<file path="src/hdl/lsb_pkg.sv">
// Shared widths, types and register codes for the seam blender.
package lsb_pkg;

  localparam int COLUMN_BITS   = 12;
  localparam int WIDTH_BITS    = COLUMN_BITS + 1;
  localparam int PIX_BITS      = 8;
  localparam int NUM_CH        = 3;
  localparam int QUOT_BITS     = PIX_BITS;
  localparam int NUM_BITS      = COLUMN_BITS + PIX_BITS;
  localparam int IN_RAW_BITS   = COLUMN_BITS + 2 * NUM_CH * PIX_BITS;
  localparam int IN_DATA_BITS  = ((IN_RAW_BITS + 7) / 8) * 8;
  localparam int OUT_DATA_BITS = NUM_CH * PIX_BITS;
  localparam int CFG_INDEX_BITS = 1;

  localparam logic [CFG_INDEX_BITS-1:0] REG_OVERLAP_START = CFG_INDEX_BITS'(0);
  localparam logic [CFG_INDEX_BITS-1:0] REG_FIRST_WIDTH   = CFG_INDEX_BITS'(1);

  localparam logic [WIDTH_BITS-1:0] FIRST_WIDTH_RESET = WIDTH_BITS'(1) << COLUMN_BITS;

  typedef logic [PIX_BITS-1:0] pix_t;
  typedef pix_t [NUM_CH-1:0]   rgb_t;

  typedef struct packed {
    logic                            valid;
    logic                            bypass;
    rgb_t                            pix;
    logic [NUM_BITS-1:0]             dsh;
    logic [NUM_CH-1:0][NUM_BITS-1:0] rem;
    rgb_t                            quot;
  } lsb_cell_t;

endpackage

</file>
<file path="src/hdl/lsb_front.sv">
// Front end: region decode, weight products and numerator sum, three stages.
module lsb_front (
  input  logic                                clk,
  input  logic                                rst,
  input  logic [lsb_pkg::COLUMN_BITS-1:0]     overlap_start,
  input  logic [lsb_pkg::WIDTH_BITS-1:0]      first_width,
  input  logic                                in_valid,
  output logic                                in_ready,
  input  logic [lsb_pkg::COLUMN_BITS-1:0]     in_col,
  input  lsb_pkg::rgb_t                       in_a,
  input  lsb_pkg::rgb_t                       in_b,
  input  logic                                adv,
  output lsb_pkg::lsb_cell_t                  dout
);
  import lsb_pkg::*;

  logic                   v1, v2;
  logic                   byp1, byp2;
  rgb_t                   pix1, pix2;
  rgb_t                   a1, b1;
  logic [COLUMN_BITS-1:0] k1;
  logic [WIDTH_BITS-1:0]  w1, w2;
  logic [NUM_CH-1:0][NUM_BITS-1:0] pa2, pb2;
  lsb_cell_t              s3;

  logic en1, en2, en3;
  logic left, right, black;
  logic [WIDTH_BITS-1:0] wk;
  logic [NUM_CH-1:0][NUM_BITS-1:0] pa_next, pb_next;
  logic [PIX_BITS+WIDTH_BITS-1:0] prod_a [NUM_CH];
  logic [PIX_BITS+WIDTH_BITS-1:0] prod_b [NUM_CH];

  assign en3      = !s3.valid || adv;
  assign en2      = !v2 || en3;
  assign en1      = !v1 || en2;
  assign in_ready = en1;

  assign left  = in_col < overlap_start;
  assign right = {1'b0, in_col} >= first_width;
  assign black = (in_b == '0);

  assign wk = w1 - {1'b0, k1};

  always_comb begin
    for (int i = 0; i < NUM_CH; i++) begin
      prod_a[i]  = (PIX_BITS+WIDTH_BITS)'(a1[i]) * (PIX_BITS+WIDTH_BITS)'(wk);
      prod_b[i]  = (PIX_BITS+WIDTH_BITS)'(b1[i]) * (PIX_BITS+WIDTH_BITS)'(k1);
      pa_next[i] = prod_a[i][NUM_BITS-1:0];
      pb_next[i] = prod_b[i][NUM_BITS-1:0];
    end
  end

  always_ff @(posedge clk) begin
    if (rst) begin
      v1       <= 1'b0;
      v2       <= 1'b0;
      s3.valid <= 1'b0;
    end else begin
      if (en1) begin
        v1   <= in_valid;
        byp1 <= left || right || black;
        pix1 <= (!left && right) ? in_b : in_a;
        a1   <= in_a;
        b1   <= in_b;
        k1   <= in_col - overlap_start;
        w1   <= first_width - {1'b0, overlap_start};
      end
      if (en2) begin
        v2   <= v1;
        byp2 <= byp1;
        pix2 <= pix1;
        w2   <= w1;
        pa2  <= pa_next;
        pb2  <= pb_next;
      end
      if (en3) begin
        s3.valid  <= v2;
        s3.bypass <= byp2;
        s3.pix    <= pix2;
        s3.dsh    <= NUM_BITS'(w2) << (QUOT_BITS - 1);
        s3.quot   <= '0;
        for (int i = 0; i < NUM_CH; i++) begin
          s3.rem[i] <= pa2[i] + pb2[i];
        end
      end
    end
  end

  assign dout = s3;

endmodule

</file>
<file path="src/hdl/lsb_div_cell.sv">
// One restoring-division cell: one quotient bit per channel, divisor shifts on.
module lsb_div_cell (
  input  logic               clk,
  input  logic               rst,
  input  lsb_pkg::lsb_cell_t din,
  output logic               take,
  input  logic               adv,
  output lsb_pkg::lsb_cell_t dout
);
  import lsb_pkg::*;

  lsb_cell_t dout_next;
  logic      ge [NUM_CH];

  assign take = !dout.valid || adv;

  always_comb begin
    dout_next     = din;
    dout_next.dsh = din.dsh >> 1;
    for (int i = 0; i < NUM_CH; i++) begin
      ge[i] = din.rem[i] >= din.dsh;
      dout_next.rem[i]  = ge[i] ? din.rem[i] - din.dsh : din.rem[i];
      dout_next.quot[i] = {din.quot[i][PIX_BITS-2:0], ge[i]};
    end
  end

  always_ff @(posedge clk) begin
    if (rst) begin
      dout.valid <= 1'b0;
    end else if (take) begin
      dout <= dout_next;
    end
  end

endmodule

</file>
<file path="src/hdl/linear_seam_blend.sv">
// Top level of the seam blender: config registers, front end and divider chain.
//
// Blends two three-channel pixels across the overlap of two images.
// Input stream s_*: one transfer per pixel, column index plus both pixels.
// Output stream m_*: one transfer per input, the composite pixel, in order.
// Config channel cfg_*: index 0 sets overlap_start, index 1 sets first_width;
// always ready; the user must write only while no pixel is in flight, unchecked.
// Left of overlap_start the first pixel passes, at or beyond first_width the
// second pixel passes, a black second pixel inside the overlap gives the first.
// Otherwise each channel is floor((a*(W-k)+b*k)/W) with k = column-start.
// Pipeline: three front stages (decode, products, sum) and eight divider
// cells, one quotient bit each. One pixel per cycle while m_tready is high.
// When m_tready is low the chain fills its empty stages, then s_tready drops.
// Reset empties the pipeline and sets overlap_start to 0, first_width to 4096.
module linear_seam_blend (
  input  logic                                  clk,
  input  logic                                  rst,
  input  logic                                  cfg_valid,
  output logic                                  cfg_ready,
  input  logic [lsb_pkg::CFG_INDEX_BITS-1:0]    cfg_index,
  input  logic [lsb_pkg::WIDTH_BITS-1:0]        cfg_data,
  input  logic                                  s_tvalid,
  output logic                                  s_tready,
  // column, first_c0, first_c1, first_c2, second_c0, second_c1, second_c2, zero pad
  input  logic [lsb_pkg::IN_DATA_BITS-1:0]      s_tdata,
  output logic                                  m_tvalid,
  input  logic                                  m_tready,
  // out_c0, out_c1, out_c2
  output logic [lsb_pkg::OUT_DATA_BITS-1:0]     m_tdata
);
  import lsb_pkg::*;

  logic [COLUMN_BITS-1:0] overlap_start;
  logic [WIDTH_BITS-1:0]  first_width;

  logic [COLUMN_BITS-1:0] col;
  rgb_t                   a, b, res;
  lsb_cell_t              chain [QUOT_BITS+1];
  logic                   adv   [QUOT_BITS+1];

  assign cfg_ready = 1'b1;

  always_ff @(posedge clk) begin
    if (rst) begin
      overlap_start <= '0;
      first_width   <= FIRST_WIDTH_RESET;
    end else if (cfg_valid && cfg_ready) begin
      case (cfg_index)
        REG_OVERLAP_START: overlap_start <= cfg_data[COLUMN_BITS-1:0];
        REG_FIRST_WIDTH:   first_width   <= cfg_data;
        default: ;
      endcase
    end
  end

  assign col = s_tdata[COLUMN_BITS-1:0];
  always_comb begin
    for (int i = 0; i < NUM_CH; i++) begin
      a[i] = s_tdata[COLUMN_BITS + i*PIX_BITS +: PIX_BITS];
      b[i] = s_tdata[COLUMN_BITS + (NUM_CH+i)*PIX_BITS +: PIX_BITS];
    end
  end

  lsb_front u_front (
    .clk           (clk),
    .rst           (rst),
    .overlap_start (overlap_start),
    .first_width   (first_width),
    .in_valid      (s_tvalid),
    .in_ready      (s_tready),
    .in_col        (col),
    .in_a          (a),
    .in_b          (b),
    .adv           (adv[0]),
    .dout          (chain[0])
  );

  for (genvar g = 0; g < QUOT_BITS; g++) begin : g_cell
    lsb_div_cell u_cell (
      .clk  (clk),
      .rst  (rst),
      .din  (chain[g]),
      .take (adv[g]),
      .adv  (adv[g+1]),
      .dout (chain[g+1])
    );
  end

  assign adv[QUOT_BITS] = m_tready;

  assign m_tvalid = chain[QUOT_BITS].valid;
  assign res      = chain[QUOT_BITS].bypass ? chain[QUOT_BITS].pix : chain[QUOT_BITS].quot;
  assign m_tdata  = res;

endmodule
</file>
<file path="config.mk">
export PLATFORM = sky130hd
export DESIGN_NAME = linear_seam_blend
export DESIGN_NICKNAME = d
export VERILOG_FILES = /design/src/hdl/lsb_pkg.sv /design/src/hdl/lsb_front.sv /design/src/hdl/lsb_div_cell.sv /design/src/hdl/linear_seam_blend.sv
export SDC_FILE = /design/constraint.sdc
export NUM_CORES = 2
export LEC_CHECK = 0
export BUFFER_PORTS_ARGS = -buffer_cell sky130_fd_sc_hd__buf_2
export CORE_AREA = 2 2 264 461
export CTS_BUF_LIST = sky130_fd_sc_hd__clkbuf_4 sky130_fd_sc_hd__clkbuf_8 sky130_fd_sc_hd__clkbuf_16
export CTS_CLUSTER_SIZE = 8
export DETAILED_ROUTE_END_ITERATION = 10
export DIE_AREA = 0 0 266 463
export GPL_TIMING_DRIVEN = 0
export HOLD_SLACK_MARGIN = 0.03
export PLACE_DENSITY = 0.79
export SLEW_MARGIN = 20
export SYNTH_ARGS = -nofsm -noshare
export SYNTH_HDL_FRONTEND = slang
export SYNTH_SLANG_ARGS = --single-unit
</file>
<file path="constraint.sdc">
create_clock -name clk -period 10.7 [get_ports clk]
set_input_delay 0.535 -clock clk [delete_from_list [all_inputs] [get_ports clk]]
set_output_delay 0.535 -clock clk [all_outputs]
set_load 0.01 [all_outputs]
</file>
==> impl_metrics.tcl <==
set metrics [dict create \
    hold_class "input pin to flip-flop" \
    setup_viol 0 \
    status "completed" \
    initial_core_util 0.646 \
    r2r_cells 28 \
    synthesis.nets 7788 \
    grt_overflow_total 0 \
    dp_hpwl_mm 180 \
    cp_slowest_cell "nor2_1" \
    layout_min_cycle_time_ns 9.82 \
    synth_edf_count 1173 \
    ys.flop_type "edfxtp_1" \
    dp.cells 8328 \
    syn2layout_area_growth_pct 11.9 \
    rsz0062_at_grt "false" \
    antenna_found_initial 13 \
    fin_crit_sh 0.918 \
    drv_slew 0 \
    reg2reg_from "u_front.k1[1]" \
    synthArstFlopShare 0 \
    layoutNonFillerInstCount 8614 \
    maxSlewHeadroom 0.102 \
    drtAntennaViolNets 0 \
    end_kind "flip-flop" \
    clk_pin_slew_ns 0.06 \
    num_vias 52765 \
    routabilityCongestion 1.02 \
    rows 168 \
    ctsResizeCount 0 \
    synth_compound_area_frac 0.0911 \
    die_y_um 463 \
    max_freq_mhz 102 \
    final_nets 8151 \
    worst_r2r_endpoint "u_front.pa2[56]" \
    layout_common_cells "edfxtp_1, inv_1, ha_1" \
    netlist.area_leader.share 0.457 \
    via_per_inst 6.13 \
    ios 110 \
    cts_tree "yes" \
    synth_adder_area_share 0.211 \
    cts_buffer_depth 3 \
    post-place-ws_ns 1.23 \
    dr.pass1.iters 7 \
    ys_types 89 \
    finalWirelength_mm 229 \
    clk_latency_ns 0.82 \
    drive_gt1_frac 0.0855 \
    grt_max_degree 32 \
    arrival_ns 10.22 \
    yosys.area_share.xor_xnor 0.0466 \
    cts-htree-levels 4 \
    synth_top_family_by_area "adder cells" \
    crit_required_ns 11.10 \
    setup_slack_ns 0.875 \
    yosys_warnings 0 \
    critical_path_class "flip-flop to flip-flop" \
    hold_end "u_front.b1[23]" \
    max_stage_delay_ns 0.98 \
    layout_commonest_cell "edfxtp_1" \
    root_buffer "clkbuf_16" \
    coreArea_sq_mm 0.119 \
    muxShareOfSynthArea 0.0205 \
    synth-seq-cells 1209 \
    grt_pass1_wl_mm 338 \
    fillCellCount 8147 \
    synth_area_leader_cell "edfxtp_1" \
    synth_area_per_cell_sq_um 11.6 \
    dieWidth_um 266 \
    min_from "s_tdata[59]" \
    start_kind "flip-flop" \
    synth_area_sq_mm 0.0771 \
    gr-usage-all-layers 0.380 \
    worstMarginPinSlew_ns 1.34 \
    synth.area.top_cells "edfxtp_1, ha_1, fa_1" \
    cts.sinks 1209 \
    reg2reg_slack_ns 0.88 \
    drtIter0Drc 2863 \
    final_hold_viol_count 0 \
    cts_buffers 169 \
    yosysSeqAreaShare 0.466 \
    synth-simple-area-share 0.124 \
    first_global_vias 56256 \
    hold_path_depth 1 \
    synth_cells 6649 \
    placement.io_buffers 103 \
    die-area_sq_mm 0.123 \
    fin_worst_skew_ns 0.0733 \
    drc 0 \
    cp_max_fo 10 \
    wire_per_inst_um 26.6 \
    maxCapViolations 0 \
]
metal layers:
layer  track usage  share of wire  up-vias
li1              -              -    24082
met1         0.305           0.27    25681
met2         0.688           0.53     1979
met3        0.0608          0.045     1021
met4         0.480           0.16        2
met5             0       0.000057        -
cell usage after synthesis, types with 13 or more instances:
cell type     n
mux2_2      120
a211oi_1     28
a21o_1      105
a21boi_0     36
o21ai_0     250
nor4_1       42
o31ai_1      28
o211ai_1     20
nor2b_1     155
a21oi_1     374
clkbuf_1    135
a211o_1      13
nor4b_1      16
nand2_1     502
a31o_2       14
xor2_1      142
buf_2        13
fa_1        402
a31oi_1      28
ha_1        654
nor2_1      337
dfxtp_1      36
nand4_1      38
or3_1        43
nor3_1      108
and2_1      349
o21a_1       70
o21bai_1     18
xnor2_1     268
o31a_1       14
nand3_1      82
mux2i_1      23
inv_1       678
or2_2        31
edfxtp_1   1173
and3_1       36
nand2b_1     82
repair_timing:
item	4_1_cts	5_1_grt
buffers inserted	0	0
hold buffers	43	0
endpoints found under the hold margin	59	0
cells by family (layout without fill, tap and decap cells):
family,after synthesis,in the layout
and+or+nand+nor,1872,1872
DFF,1209,1209
AOI/OAI and AO/OA,1118,1118
adders and majority gates,1056,1056
buffers and inverters,840,1255
xor gates and xnor gates,410,410
muxes,143,143
other,1,21
layout make-up:
cell class	instances	area, sq um	share of cell area
buffer	162	654	0.00759
clock inverter	16	480	0.00557
clock buffer	207	4510	0.0523
inverter	678	2540	0.0295
antenna	20	50.0	0.000580
sequential	1209	35900	0.417
timing repair buffer	192	2050	0.0238
multi-input combinational	4600	38100	0.442
tap	1530	1910	0.0222
worst max path at each step:
stage	startpoint	endpoint	slack [ns]	depth (start not counted)
floorplan	m_tready	u_front.byp2	1.04	7
global placement	m_tready	u_front.pa2[57]	-2.48	8
detailed placement	u_front.k1[1]	u_front.pa2[56]	1.23	28
CTS	u_front.k1[1]	u_front.pa2[56]	1.16	28
global route	u_front.k1[1]	u_front.pa2[56]	0.68	28
finish	u_front.k1[1]	u_front.pa2[56]	0.88	28
critical path, delay by kind of cell, from the launching register on:
kind	cells	cell delay (ns)
buffers and inverters	6	1.58
XOR/XNOR	1	0.69
AND/OR/NAND/NOR	6	1.66
AO/OA/AOI/OAI	9	1.98
adder cells (fa/ha/maj)	6	2.76
flip-flops	1	0.74
stage by stage:
step	hold WS [ns]	instance area (sq um)	TNS, ns	util
final	0.0780	86300	0	0.723
after floorplan	0.400	77100	0	-
after detailed placement	0.405	80800	0	0.676
after global placement	0.400	79500	-379.18	0.666
after global routing	0.0291	86300	0	0.722
after CTS	0.0308	86200	0	0.722
sequential cells by signal, summed over array words and instances (netlist names):
| name | cells |
|---|---|
| g_cell.u_cell.dout | 827 |
| u_front.dout | 99 |
| u_front.pa2 | 60 |
| u_front.pb2 | 60 |
| u_front.a1 | 24 |
| u_front.b1 | 24 |
| u_front.pix1 | 24 |
| u_front.pix2 | 24 |
| first_width | 13 |
| u_front.w1 | 13 |
| u_front.w2 | 13 |
| overlap_start | 12 |
| u_front.k1 | 12 |
| u_front.byp1 | 1 |
| u_front.byp2 | 1 |
| u_front.v1 | 1 |
| u_front.v2 | 1 |
Power is not shown: default switching activity piles up to over one toggle a cycle in this logic, so the estimate is an artifact.
